## src/hdl/assert_macros.svh

```systemverilog
// Assertion macros for the RTL file that checks itself.
`ifndef ASSERT_MACROS_SVH
`define ASSERT_MACROS_SVH

// Condition implies consequence in the same cycle, ignored while in reset.
`define IIBS_ASSERT_SAME(label, clk_s, rst_s, ante, cons, msg) \
  label: assert property (@(posedge clk_s) disable iff (!rst_s) (ante) |-> (cons)) \
    else $error(msg);

// Condition implies consequence in the following cycle.
`define IIBS_ASSERT_NEXT(label, clk_s, rst_s, ante, cons, msg) \
  label: assert property (@(posedge clk_s) disable iff (!rst_s) (ante) |=> (cons)) \
    else $error(msg);

`endif

```

## src/hdl/iibs_pkg.sv

```systemverilog
// Shared types and constants of the integral image box-sum block.
package iibs_pkg;

  localparam int MAX_WIDTH  = 128;
  localparam int MAX_HEIGHT = 128;

  localparam int COL_W  = $clog2(MAX_WIDTH);
  localparam int ROW_W  = $clog2(MAX_HEIGHT);
  localparam int ADDR_W = ROW_W + COL_W;
  localparam int DEPTH  = MAX_WIDTH * MAX_HEIGHT;
  localparam int DIM_W  = 8;
  localparam int VAL_W  = 22;
  localparam int PIX_W  = 8;
  localparam int RSUM_W = $clog2(MAX_WIDTH * 255 + 1);

  localparam int CMD_DEPTH = 4;
  localparam int RES_DEPTH = 2;

  localparam int CFG_IDX_W  = 1;
  localparam int CFG_DATA_W = 8;
  localparam logic [CFG_IDX_W-1:0] CFG_FRAME_WIDTH  = 1'd0;
  localparam logic [CFG_IDX_W-1:0] CFG_FRAME_HEIGHT = 1'd1;

  // pixel: addr0 = entry above, addr1 = entry written
  // query: addr0..addr3 = top-left, bottom-right, bottom-left, top-right
  typedef struct packed {
    logic              is_query;
    logic              oor;
    logic              done;
    logic              has_above;
    logic [RSUM_W-1:0] rsum;
    logic [ADDR_W-1:0] addr0;
    logic [ADDR_W-1:0] addr1;
    logic [ADDR_W-1:0] addr2;
    logic [ADDR_W-1:0] addr3;
  } cmd_t;

  typedef struct packed {
    logic [VAL_W-1:0] value;
    logic             oor;
    logic             done;
  } res_t;

  typedef enum logic [2:0] {
    BK_IDLE,
    BK_PIX,
    BK_Q1,
    BK_Q2,
    BK_Q3,
    BK_Q4
  } bk_state_t;

endpackage

```

## src/hdl/iibs_cmd_fifo.sv

```systemverilog
// Short command queue between the front end and the store engine.
module iibs_cmd_fifo import iibs_pkg::*; (
  input  logic clk,
  input  logic rst_n,
  input  logic wr_en,
  input  cmd_t wr_data,
  output logic full,
  input  logic rd_en,
  output cmd_t rd_data,
  output logic valid
);

  localparam int PTR_W = $clog2(CMD_DEPTH);
  localparam int CNT_W = $clog2(CMD_DEPTH + 1);

  cmd_t             slot_r [CMD_DEPTH];
  logic [PTR_W-1:0] wp_r, wp_nxt, rp_r, rp_nxt;
  logic [CNT_W-1:0] cnt_r, cnt_nxt;
  logic             do_wr, do_rd;

  assign full    = (cnt_r == CNT_W'(CMD_DEPTH));
  assign valid   = (cnt_r != '0);
  assign do_wr   = wr_en && !full;
  assign do_rd   = rd_en && valid;
  assign rd_data = slot_r[rp_r];

  always_comb begin
    wp_nxt  = do_wr ? wp_r + PTR_W'(1) : wp_r;
    rp_nxt  = do_rd ? rp_r + PTR_W'(1) : rp_r;
    cnt_nxt = cnt_r + CNT_W'(do_wr) - CNT_W'(do_rd);
  end

  always_ff @(posedge clk) begin
    if (!rst_n) begin
      wp_r  <= '0;
      rp_r  <= '0;
      cnt_r <= '0;
    end else begin
      wp_r  <= wp_nxt;
      rp_r  <= rp_nxt;
      cnt_r <= cnt_nxt;
    end
  end

  always_ff @(posedge clk) begin
    if (do_wr) slot_r[wp_r] <= wr_data;
  end

endmodule

```

## config.mk

```make
export PLATFORM = sky130hd
export DESIGN_NAME = iibs_cmd_fifo
export DESIGN_NICKNAME = d
export VERILOG_FILES = /design/src/hdl/assert_macros.svh /design/src/hdl/iibs_pkg.sv /design/src/hdl/iibs_cmd_fifo.sv
export SDC_FILE = /design/constraint.sdc
export NUM_CORES = 1
export LEC_CHECK = 0
export ABC_AREA = 1
export BUFFER_PORTS_ARGS = -buffer_cell sky130_fd_sc_hd__buf_2
export CAP_MARGIN = 25
export CORE_MARGIN = 2
export CORE_UTILIZATION = 45
export CTS_BUF_LIST = sky130_fd_sc_hd__clkbuf_8
export CTS_CLUSTER_DIAMETER = 200
export CTS_CLUSTER_SIZE = 40
export DETAILED_ROUTE_END_ITERATION = 8
export HOLD_SLACK_MARGIN = 0.1
export PLACE_DENSITY = 0.65
export SYNTH_ARGS = -nofsm -noshare
export SYNTH_HDL_FRONTEND = slang
export SYNTH_SLANG_ARGS = --single-unit
```

## constraint.sdc

```tcl
create_clock -name clk -period 4.5 [get_ports clk]
set_input_delay 0.9 -clock clk [delete_from_list [all_inputs] [get_ports clk]]
set_output_delay 0.9 -clock clk [all_outputs]
set_load 0.01 [all_outputs]
```

; ---- Word-level counts from Yosys, hierarchy flattened
; Memory sizes are Yosys's and may differ from the RTL's. A register that Yosys moved wholly into a read port is not among the register bits.
; Index checks and enable logic that the tools add are counted.
[word_totals]
regBits = 7
ram_bits = 300
inputBits = 79
out_inout_bits = 77
word_cells = 17
mem_count = 1
[memory_table]
columns = memory, words, width, rd, rd_clocked_by_memory_dff, write_ports, line_no
row1 = slot_r, 4, 75, 1, 1, 1, iibs_cmd_fifo.sv:16  ; cmd_t slot_r [CMD_DEPTH];
[classes]
addsub = 4
n_eq_ne = 1
n_mux = 4
n_reduce_logical = 4
[op_table]
columns = operator, n
row1 = $add 2x1->2 const B, 2
row2 = $mux 2, 2
row3 = $add 3x1->3, 1
row4 = $eq 3x3->1 const B, 1
row5 = $reduce_bool 3->1, 1
row6 = $sub 3x1->3, 1
row7 = $logic_and 1x1->1, 2
row8 = $mux 1, 2
row9 = $logic_not 1->1, 1

; ---- Longest topological paths before layout
[depth]
ltp_word = 5
ltp_mapped = 10
ltp_nobuf = 10

; ---- Worst setup path before layout
; Ideal clock, no wire load.
[synth_path]
path_kind = input -> register
startpoint = in wr_en
endpoint = mem slot_r[0][0] (netlist bit) (enable)
setup_time_ns = 0.509
t_arrival_ns = 4.149
t_required_ns = 3.991
path_slack_ns = -0.157
path_stages = 2
path_buffers = 0
cell_sequence = nand2_1 nor2_1
[synth_via]
elab_chain_len = 3
[synth_lines]
columns = element, line_no
row1 = "start, declared", iibs_cmd_fifo.sv:5  ; input logic wr_en,
row2 = $logic_and 1x1->1, iibs_cmd_fifo.sv:23  ; assign do_wr = wr_en && !full;
row3 = $mux 1, iibs_cmd_fifo.sv:46  ; if (do_wr) slot_r[wp_r] <= wr_data;
row4 = $mux 1 (implied by the code), iibs_cmd_fifo.sv:46
row5 = "end, declared", iibs_cmd_fifo.sv:16
; No other way between the ends.

==> metrics.csv <==
metric,value,unit
Initial Util,0.456,
Leakage,4.51,nW
Final Cycle Share,0.780,
Placed Cells incl. Taps,1252,
Internal,4.37,mW
core area,26800,µm²
Clock Latency Late Sink,550,ps
Worst slew margin,0.384,
Port Buf Inserts,155,
Ports,156,
Max Buffers Root-to-Sink,3,
Net Sw Frac,0.324,
Net Sw Power,2.09,mW
DIE HEIGHT,169,µm
TNS Setup,0,ps
# DRC,0,
startpoint types,flop,
Post-synth EDFFs,300,
Core Rows,60,
final setup margin,989,ps
max-slew violations,0,
largest family of logic cells by synthesized area,compound AO/OA/AOI/OAI gates,
Comb pwr share,0.289,
RSZ-0062 raised after global routing,no,
Avg WL per Cell,18.8,µm
Hold Crit Class,reg2reg,
compound-cell area share of the yosys netlist,0.125,
Peak VDD IR,0.381,mV
clock root buffer,clkbuf_8,
data arrival time of the critical path,2610,ps
vias post-DR,6787,
R2R Setup Slk,2020,ps
cts bufs inserted,11,
Synth Cell Area,12200,µm²
P per Cell Area,481,nW/µm²
largest net degree at the start of global routing,92,
Hold Buf Count CTS,0,
sequential share of power,0.557,
synthesized flop and latch total,309,
Mapped Cells,791,
initial drt markers,586,
Post-Route WL,23800,µm
ys flop type,edfxtp_1,
Vias/cell,5.35,
GR Overflow Total,0,
sequential fraction of the synthesis area,0.752,
multiplexer share of the synthesized area,0,
asr flop ratio synth,0,
post-route insts no fill,1269,
DP HPWL,13300,µm
final instance area,13400,µm²
outcome,completed,
"antenna viol nets, final",0,
Yosys warning count,0,
clk slew on worst S/H paths,210,ps
Die Width,169,µm
DR pass1 iterations,4,
FF-to-FF End,slot_r[0][47],
"Req. time, crit path",3600,ps
clock share of power,0.154,
Die ar.,28500,µm²
Fin. Hold Viols,0,
Critical R2R Launch,cnt_r[1],
initial antenna violation count,4,
vias in the first global route,6656,
Synth Area in Simple Gates,0.0817,
Resized cells post-CTS,0,
P&R area growth vs syn,10.0,%
dpl ws,1560,ps
clock sinks,309,
"commonest cells after routing, fill and taps aside","300 x edfxtp_1, 155 x buf_2, 126 x o21ai_0, 108 x nor2_1, 44 x nor2_4",
syn nets,877,
placed cell area,13300,µm²
# Post-CTS Setup Buffers,0,
Global Route Usage Sum,0.164,
number of max-cap violations,0,
TritonCTS clock tree,yes,
CP endpoint,rd_data[46],
worst reg-to-reg path cell count,5,
endpoints failing setup,0,
Post-Synth Adder-Cell Area,0.00779,
Layout Nets,1010,
Tot Pwr,6.46,mW
Syn Area/Cell,15.4,µm²
Setup CP Type,reg2out,
Critical Path End Type,output port,
Worst Skew,15.2,ps
fin crit period,3510,ps
crit path max fanout,91,
share of post-route cells with drive strength above 1,0.306,
Post-Synth XOR/XNOR Area,0,
global-route wire length before repair,36600,µm
"commonest non-fill, non-tap cell in the layout",edfxtp_1,
CTS H-tree depth,1,
Fmax achieved,0.285,GHz
Worst Max-Slew Pin Slew,923,ps
count of cell types in the netlist,24,
routability cong.,0.733,
## cells by family (layout without fill, tap and decap cells)
kind of cell               Yosys count  in the layout
and+or+nand+nor                    178            178
other                                0              2
adders and majority gates            7              7
DFF                                309            309
buffers and inverters               65            200
AOI/OAI and AO/OA                  232            232
## state kept, by name, summed over array words and instances (netlist names), named ones only
register  cells
slot_r      300
cnt_r         3
rp_r          2
wp_r          2
## cell usage after synthesis (9+ instances only)
cell	instances	area (µm²)
nor2_4	40	450
edfxtp_1	300	9010
clkbuf_1	23	86.3
nor2_2	10	62.6
o22ai_1	35	219
inv_1	15	56.3
dfxtp_1	9	180
o21ai_1	20	100
buf_2	13	65.1
o22ai_2	40	500
nand2_1	13	48.8
nor2_1	112	420
o21ai_0	126	631
## routing by layer
metal  part of all wire  up-vias  track usage
li1                   -     3204            -
met1               0.44     3442        0.223
met2               0.50      116        0.278
met3              0.050       21       0.0323
met4             0.0090        4       0.0296
met5             0.0011        -            0
## worst max-delay path, stage by stage (launching register included)
cell,delay [ps]
dfxtp_4,510
inv_8,660
buf_12,370
o21ai_1,100
o22ai_1,210
buf_2,170
## power by group through the flow
stage | sequential, mW | clock [mW] | combinational, mW
after floorplan | 3.66 | 0 | 1.30
after global placement | 3.66 | 0 | 1.88
after detailed placement | 3.67 | 0 | 1.90
after CTS | 3.60 | 1.03 | 1.91
after global routing | 3.63 | 1.12 | 2.06
final | 3.60 | 0.992 | 1.87
## metrics by stage
step | util | hold slack (ps)
floorplan | - | 448
global placement | 0.495 | 466
detailed placement | 0.495 | 478
CTS | 0.501 | 513
global route | 0.501 | 500
finish | 0.501 | 532
## worst min path at each step
| stage | slack [ps] | end | depth (start not counted) | start |
|---|---|---|---|---|
| finish | 530 | flop | 2 | rp_r[1] |
| global route | 500 | slot_r[3][61] | 1 | wr_data[61] |
| CTS | 510 | slot_r[1][60] | 1 | wr_data[60] |
| detailed placement | 480 | flop | 2 | rp_r[0] |
| global placement | 470 | rp_r[0] | 2 | rp_r[0] |
| floorplan | 450 | flop | 2 | rp_r[0] |
## layout make-up
| cell class | instances | area (µm²) |
|---|---|---|
| diodes | 2 | 5.00 |
| clock buffers | 11 | 151 |
| clock inverters | 4 | 27.5 |
| fillers | 2248 | 13400 |
| inverters | 17 | 71.3 |
| multi-input cells | 417 | 2650 |
| flip-flops and latches | 309 | 9190 |
| well taps | 341 | 427 |
| repair buffers | 168 | 911 |
Power figures use the tool's default switching activity.
