<file path="config.mk">
export PLATFORM = sky130hd
export DESIGN_NAME = iibs_front
export DESIGN_NICKNAME = d
export VERILOG_FILES = /design/src/hdl/assert_macros.svh /design/src/hdl/iibs_pkg.sv /design/src/hdl/iibs_front.sv
export SDC_FILE = /design/constraint.sdc
export NUM_CORES = 1
export LEC_CHECK = 0
export BUFFER_PORTS_ARGS = -buffer_cell sky130_fd_sc_hd__buf_2
export CAP_MARGIN = 20
export CORE_MARGIN = 1.5
export CORE_UTILIZATION = 30
export DETAILED_ROUTE_END_ITERATION = 12
export MAX_ROUTING_LAYER = met4
export PLACE_DENSITY = 0.56
export SYNTH_ARGS = -nofsm -noshare
export SYNTH_HDL_FRONTEND = slang
export SYNTH_SLANG_ARGS = --single-unit
</file>
<file path="constraint.sdc">
create_clock -name clk -period 3.6 [get_ports clk]
set_input_delay 0.54 -clock clk [delete_from_list [all_inputs] [get_ports clk]]
set_output_delay 0.54 -clock clk [all_outputs]
set_load 0.03 [all_outputs]
</file>
<file path="src/hdl/assert_macros.svh">
// Assertion macros for the RTL file that checks itself.
`ifndef ASSERT_MACROS_SVH
`define ASSERT_MACROS_SVH

// Condition implies consequence in the same cycle, ignored while in reset.
`define IIBS_ASSERT_SAME(label, clk_s, rst_s, ante, cons, msg) \
  label: assert property (@(posedge clk_s) disable iff (!rst_s) (ante) |-> (cons)) \
    else $error(msg);

// Condition implies consequence in the following cycle.
`define IIBS_ASSERT_NEXT(label, clk_s, rst_s, ante, cons, msg) \
  label: assert property (@(posedge clk_s) disable iff (!rst_s) (ante) |=> (cons)) \
    else $error(msg);

`endif

</file>
<file path="src/hdl/iibs_pkg.sv">
// Shared types and constants of the integral image box-sum block.
package iibs_pkg;

  localparam int MAX_WIDTH  = 128;
  localparam int MAX_HEIGHT = 128;

  localparam int COL_W  = $clog2(MAX_WIDTH);
  localparam int ROW_W  = $clog2(MAX_HEIGHT);
  localparam int ADDR_W = ROW_W + COL_W;
  localparam int DEPTH  = MAX_WIDTH * MAX_HEIGHT;
  localparam int DIM_W  = 8;
  localparam int VAL_W  = 22;
  localparam int PIX_W  = 8;
  localparam int RSUM_W = $clog2(MAX_WIDTH * 255 + 1);

  localparam int CMD_DEPTH = 4;
  localparam int RES_DEPTH = 2;

  localparam int CFG_IDX_W  = 1;
  localparam int CFG_DATA_W = 8;
  localparam logic [CFG_IDX_W-1:0] CFG_FRAME_WIDTH  = 1'd0;
  localparam logic [CFG_IDX_W-1:0] CFG_FRAME_HEIGHT = 1'd1;

  // pixel: addr0 = entry above, addr1 = entry written
  // query: addr0..addr3 = top-left, bottom-right, bottom-left, top-right
  typedef struct packed {
    logic              is_query;
    logic              oor;
    logic              done;
    logic              has_above;
    logic [RSUM_W-1:0] rsum;
    logic [ADDR_W-1:0] addr0;
    logic [ADDR_W-1:0] addr1;
    logic [ADDR_W-1:0] addr2;
    logic [ADDR_W-1:0] addr3;
  } cmd_t;

  typedef struct packed {
    logic [VAL_W-1:0] value;
    logic             oor;
    logic             done;
  } res_t;

  typedef enum logic [2:0] {
    BK_IDLE,
    BK_PIX,
    BK_Q1,
    BK_Q2,
    BK_Q3,
    BK_Q4
  } bk_state_t;

endpackage

</file>
<file path="src/hdl/iibs_front.sv">
// Front end: raster tracking, row sum, rectangle checks and store addresses.
module iibs_front import iibs_pkg::*; (
  input  logic                 clk,
  input  logic                 rst_n,
  input  logic                 in_valid,
  input  logic                 room,
  input  logic                 in_mode,
  input  logic [PIX_W-1:0]     in_pixel,
  input  logic [COL_W-1:0]     in_rect_left,
  input  logic [ROW_W-1:0]     in_rect_upper,
  input  logic [DIM_W-1:0]     in_rect_width,
  input  logic [DIM_W-1:0]     in_rect_height,
  input  logic [DIM_W-1:0]     frame_width,
  input  logic [DIM_W-1:0]     frame_height,
  output logic                 cmd_push,
  output cmd_t                 cmd
);

  function automatic logic [DIM_W-1:0] clamp_dim(input logic [DIM_W-1:0] v,
                                                 input logic [DIM_W-1:0] maxv);
    logic [DIM_W-1:0] r;
    r = v;
    if (v == '0) r = DIM_W'(1);
    else if (v > maxv) r = maxv;
    return r;
  endfunction

  logic [COL_W-1:0]  col_r, col_nxt;
  logic [ROW_W-1:0]  row_r, row_nxt;
  logic [RSUM_W-1:0] row_sum_r, row_sum_nxt;

  logic [DIM_W-1:0]  fw, fh;
  logic              last_col, last_row;
  logic [RSUM_W-1:0] rsum;
  logic [DIM_W:0]    lw, uh;
  logic [COL_W-1:0]  right;
  logic [ROW_W-1:0]  lower;
  logic              pix_acc;

  assign fw = clamp_dim(frame_width, DIM_W'(MAX_WIDTH));
  assign fh = clamp_dim(frame_height, DIM_W'(MAX_HEIGHT));

  assign cmd_push = in_valid && room;
  assign pix_acc  = cmd_push && !in_mode;

  assign last_col = (DIM_W'(col_r) + DIM_W'(1)) >= fw;
  assign last_row = (DIM_W'(row_r) + DIM_W'(1)) >= fh;
  assign rsum     = ((col_r == '0) ? '0 : row_sum_r) + RSUM_W'(in_pixel);

  assign lw    = (DIM_W+1)'(in_rect_left) + (DIM_W+1)'(in_rect_width);
  assign uh    = (DIM_W+1)'(in_rect_upper) + (DIM_W+1)'(in_rect_height);
  assign right = COL_W'(lw - (DIM_W+1)'(1));
  assign lower = ROW_W'(uh - (DIM_W+1)'(1));

  always_comb begin
    cmd = '0;
    cmd.is_query = in_mode;
    if (in_mode) begin
      cmd.oor   = (in_rect_width == '0) || (in_rect_height == '0) ||
                  (lw > (DIM_W+1)'(fw)) || (uh > (DIM_W+1)'(fh));
      cmd.addr0 = {in_rect_upper, in_rect_left};
      cmd.addr1 = {lower, right};
      cmd.addr2 = {lower, in_rect_left};
      cmd.addr3 = {in_rect_upper, right};
    end else begin
      cmd.done      = last_col && last_row;
      cmd.has_above = (row_r != '0);
      cmd.rsum      = rsum;
      cmd.addr0     = {row_r - ROW_W'(1), col_r};
      cmd.addr1     = {row_r, col_r};
    end
  end

  always_comb begin
    col_nxt     = col_r;
    row_nxt     = row_r;
    row_sum_nxt = row_sum_r;
    if (pix_acc) begin
      row_sum_nxt = rsum;
      if (last_col) begin
        col_nxt = '0;
        row_nxt = last_row ? '0 : row_r + ROW_W'(1);
      end else begin
        col_nxt = col_r + COL_W'(1);
      end
    end
  end

  always_ff @(posedge clk) begin
    if (!rst_n) begin
      col_r     <= '0;
      row_r     <= '0;
      row_sum_r <= '0;
    end else begin
      col_r     <= col_nxt;
      row_r     <= row_nxt;
      row_sum_r <= row_sum_nxt;
    end
  end

endmodule

</file>
**After elaboration in Yosys (flattened, before gate mapping)**

Cells that the tools add are included.

- Flip-flop bits (word level): 29
- Output and inout bits: 76
- Input bits: 59
- Logic and storage cells: 44

- Muxes and demuxes: 11
- Reductions and logical operators: 14
- $lt $le $gt $ge: 6
- $add $sub $neg: 10

Operators by type and width:

| cell | count |
|---|---|
| $mux 28 | 2 |
| $logic_not 8->1 | 4 |
| $mux 8 | 4 |
| $sub 7x1->7 const B | 3 |
| $add 7x8->9 | 2 |
| $gt 9x8->1 | 2 |
| $mux 17 | 1 |
| $add 7x1->8 const B | 2 |
| $ge 8x8->1 | 2 |
| $gt 8x8->1 const B | 2 |
| $add 15x8->15 | 1 |
| $mux 15 | 1 |
| $add 7x1->7 const B | 2 |
| $mux 7 | 2 |
| $logic_not 7->1 | 1 |
| $reduce_bool 7->1 | 1 |
| $logic_and 1x1->1 | 3 |
| $logic_or 1x1->1 | 3 |
| $reduce_and 2->1 | 1 |
| $logic_not 1->1 | 1 |
| $mux 1 | 1 |

**Depth between registers and ports, before layout**

- Word-level depth: 7
- Mapped depth: 14
- Gate-level depth less buffers: 14

**Worst setup path before layout**

OpenSTA, ideal clock, no wires.

- Path kind: register -> output
- Start: reg col_r[2]
- End: out cmd[66] in the netlist's numbering
- Slack: -0.324 ns
- Cell stages (with the launch flop): 15
- Required time: 3.060 ns
- Arrival time: 3.384 ns
- Path buffers: 2
- Cell sequence: dfxtp_1 -> clkbuf_2 -> nor4_1 -> nand3b_1 -> clkbuf_1 -> and2_1 -> ha_1 -> inv_1 -> fa_1 -> nor2b_1 -> o31a_1 -> o221a_2 -> o21ai_0 -> xor2_1 -> nor3_1

RTL lines:

| what | line | RTL |
|---|---|---|
| start, declared | iibs_front.sv:28 | `logic [COL_W-1:0] col_r, col_nxt;` |
| start signal, assigned | iibs_front.sv:95 | `col_r <= col_nxt;` |
| end, declared | iibs_front.sv:16 | `output cmd_t cmd` |

==> flow_summary_export.csv <==
group,metric,value,unit
worst_setup_path,start_kind,"input pin",
worst_setup_path,cp-end-kind,"output port",
worst_setup_path,path_cells,"buf_8 > ha_4 > inv_2 > fa_2 > nand2b_4 > a21oi_4 > mux2i_1 > or2_4 > ha_4 > a211oi_2 > nand2_1 > a31oi_1 > o21bai_1 > a211oi_2 > o32ai_4 > buf_6",
cells_and_area,post_layout_nonfiller_instances,931,
yosys,syn_area,4150,µm²
yosys,synth_edf_count,0,
timing,finalSetupViolCount,1,
timing,finalHoldViolations,0,
cells_and_area,register_area,584,µm²
worst_setup_path,crit_buf_inv,3,
power_and_ir_drop,p_leak,2.86,nW
worst_setup_path,r2r-end,"row_r[2]",
hold_path,hold_depth,2,
placed_design,place_ws,-0.411,ns
cells_and_area,finish.net_count,877,
grt,grt_pass1_wl,21.9,mm
worst_setup_path,worstPathMaxFanout,3,
clock_tree,cts_buffers,5,
clock_tree,clock_path_buffers,2,
timing,rsz0062_at_grt,"true",
cells_and_area,area_growth,43.6,%
grt,antenna_found_initial,0,
timing,clock_skew,0.00768,ns
routing,num_vias,4731,
worst_setup_path,max_stage_delay,0.34,ns
yosys,syn_avg_cell_area,7.21,µm²
cells_and_area,n_antenna_cell,0,
floorplanning,fp.dieW,121,µm
grt,grt_overflow_total,0,
floorplanning,ios,135,
timing,max_freq,275,MHz
timing,timing.final.ws_setup,-0.0298,ns
clock_tree,h-tree-depth,2,
worst_setup_path,critPathTopFamily,"compound AO/OA/AOI/OAI gates",
placed_design,placed_cell_area,5380,µm²
cells_and_area,final_util,44.7,%
yosys,yosysMostFrequentCell,"nand2_1",
yosys,yosysSeqAreaShare,14.0,%
floorplanning,die_h,121,µm
grt,first_global_vias,4670,
hold_path,hold_class,"register to register",
routing,antenna_left,0,
worst_setup_path,worst_ep_required_time,3.06,ns
worst_setup_path,ff2ff_path_depth,12,
routing,routed_wl,13.7,mm
yosys,netlist.top_cell.by_area,"ha_1",
yosys,synthDistinctLibCells,57,
worst_setup_path,r2r-start,"col_r[0]",
placed_design,place_inst,911,
cells_and_area,multiInputGateArea,3710,µm²
worst_setup_path,arrival,3.09,ns
floorplanning,row_count,42,
timing,relSlewSlack,54.4,%
routing,remaining_drc_errors,0,
floorplanning,initial_core_util,31.1,%
worst_setup_path,r2r_slack,0.48,ns
yosys,synthArstFlopShare,0,%
routing,wl_per_cell,14.7,µm
yosys,synth_seq_cells,29,
yosys,synth_top_cell_area_share,18.1,%
routing,firstDrtPassIters,4,
floorplanning,die-area,14600,µm²
run_status,violations,"setup timing",
placed_design,io_buffers,134,
timing,period_needed,3.63,ns
routing,drt_iter0_drc,220,
grt,grt_max_degree,42,
power_and_ir_drop,total_power,1.83,mW
yosys,postSynthCellCount,576,
clock_tree,cts.reportedPaths.clkPinSlew,0.04,ns
yosys,synth_nets,698,
grt,grt_usage,18.9,%
yosys,synth_top_flop_cell,"dfxtp_1",
placed_design,place_hpwl,11.0,mm
worst_setup_path,cp_slowest_cell,"fa_2",
routing,via_per_inst,5.08,
yosys,synth_commonest_cells,"nand2_1, ha_1, nor2_1, inv_1, a21oi_1",
yosys,yosysWarningCount,0,
run_status,outcome,"finished, violations left",
floorplanning,core,13300,µm²
timing,finalMaxSlewViolations,0,
clock_tree,cts_tree,"yes",
clock_tree,worstSkewPairLatency,0.27,ns
hold_path,min_from,"row_sum_r[0]",
power_and_ir_drop,power.density,307,nW/µm²
timing,worst_pin_slew,0.680,ns
clock_tree,clock-root-buffer,"clkbuf_16",
placed_design,place.gp.congestion,0.849,
hold_path,whs_endpoint,"row_sum_r[0]",
clock_tree,clock-sinks,29,
power_and_ir_drop,ir_drop,0.164,mV
cells_and_area,nFillCells,1409,
worst_setup_path,worstSetupPathType,"input pin to output port",
cells_and_area,drive_gt1_share,36.2,%
flow_run,cap_violations,0,
cells_and_area,finish.instance_area,5960,µm²
yosys,synth_area_leaders,"ha_1, dfxtp_1, nand2_1, xor2_1, nor2_1",
timing,timing.final.crit_share,101,%
## power breakdown
group,total (mW),switching (mW),internal (mW)
Combinational,1.06,0.626,0.434
Clock,0.404,0.134,0.270
Sequential,0.363,0.0265,0.337
Total,1.83,0.787,1.04
## layout by cell type, fill, tap and decap left out, types with 4 or more instances in the layout
| master | synthesis | layout |
|---|---|---|
| nand3_1 | 20 | 17 |
| or3_1 | 12 | 12 |
| xor2_1 | 26 | 22 |
| nand4_1 | 6 | 6 |
| buf_6 | 0 | 4 |
| buf_4 | 1 | 66 |
| a21oi_1 | 30 | 27 |
| nor3_1 | 18 | 13 |
| inv_1 | 31 | 29 |
| nor2_1 | 53 | 53 |
| xor2_2 | 0 | 4 |
| ha_1 | 60 | 53 |
| a21o_1 | 19 | 19 |
| o21bai_1 | 5 | 4 |
| o211ai_1 | 5 | 5 |
| and2_1 | 27 | 27 |
| o21ai_0 | 29 | 23 |
| dfxtp_1 | 29 | 26 |
| clkbuf_16 | 0 | 5 |
| buf_2 | 3 | 126 |
| ha_4 | 0 | 4 |
| nand2_1 | 61 | 60 |
| o21a_1 | 8 | 8 |
| a31oi_1 | 9 | 8 |
| xnor2_1 | 17 | 16 |
| o21ai_1 | 1 | 5 |
| nor4_1 | 11 | 10 |
| o221ai_1 | 4 | 4 |
| nor3_2 | 0 | 5 |
| a211oi_2 | 1 | 6 |
| nand2b_1 | 11 | 10 |
| mux2i_1 | 4 | 4 |
| or2_2 | 10 | 9 |
## cell type report
| type | count | area share, % |
|---|---|---|
| clock buffers | 7 | 2.39 |
| repair buffers | 197 | 19.9 |
| multi-input cells | 490 | 62.2 |
| flip-flops and latches | 29 | 9.80 |
| well taps | 176 | 3.69 |
| inverters | 32 | 2.01 |
## registers in the layout (all words and copies together) (netlist names)
name	flops
row_sum_r	15
col_r	7
row_r	7
## tightest hold or removal path, cell delays in order (launching register included)
cell,delay (ns)
dfxtp_1,0.30
nand2_1,0.05
a21oi_1,0.05
## worst max-delay path by stage
stage | start | cells past startpoint | to
global route | in_rect_height[0] | 16 | cmd[73]
CTS | in_rect_height[0] | 16 | cmd[73]
global placement | in_rect_upper[0] | 16 | cmd[73]
detailed placement | in_rect_upper[0] | 16 | cmd[73]
floorplan | col_r[2] | 14 | cmd[66]
finish | in_rect_height[0] | 16 | cmd[73]
## metal layers
| layer | track usage [%] | part of all wire, % |
|---|---|---|
| met1 | 22.6 | 44 |
| met2 | 33.1 | 49 |
| met3 | 2.64 | 5.1 |
| met4 | 5.22 | 1.9 |
| met5 | - | 0 |
## through the flow
stage / TNS, ns / hold WS (ns)
after global placement: -0.338 / 0.439
after CTS: -0.104 / 0.460
after detailed placement: -0.411 / 0.453
after floorplan: -0.150 / 0.432
after global routing: -0.374 / 0.478
final: -0.0298 / 0.457
## logic make-up (layout without fill, tap and decap cells)
group	count (synthesis)	after routing	share of synthesized area (%)
muxes	7	7	1.78
DFF	29	29	14.0
xor gates and xnor gates	43	43	9.07
adders and majority gates	64	64	19.8
buffers and inverters	57	236	5.39
and+or+nand+nor	240	240	28.4
AOI/OAI and AO/OA	136	136	21.6
## repair_timing
action                                  in CTS  in global routing
resized for setup                           41                 32
endpoints found under the setup margin       7                 10
pin swaps                                   16                 29
hold buffers                                 0                  0
setup buffers                                5                  8
(Power assumes the default switching activity.)
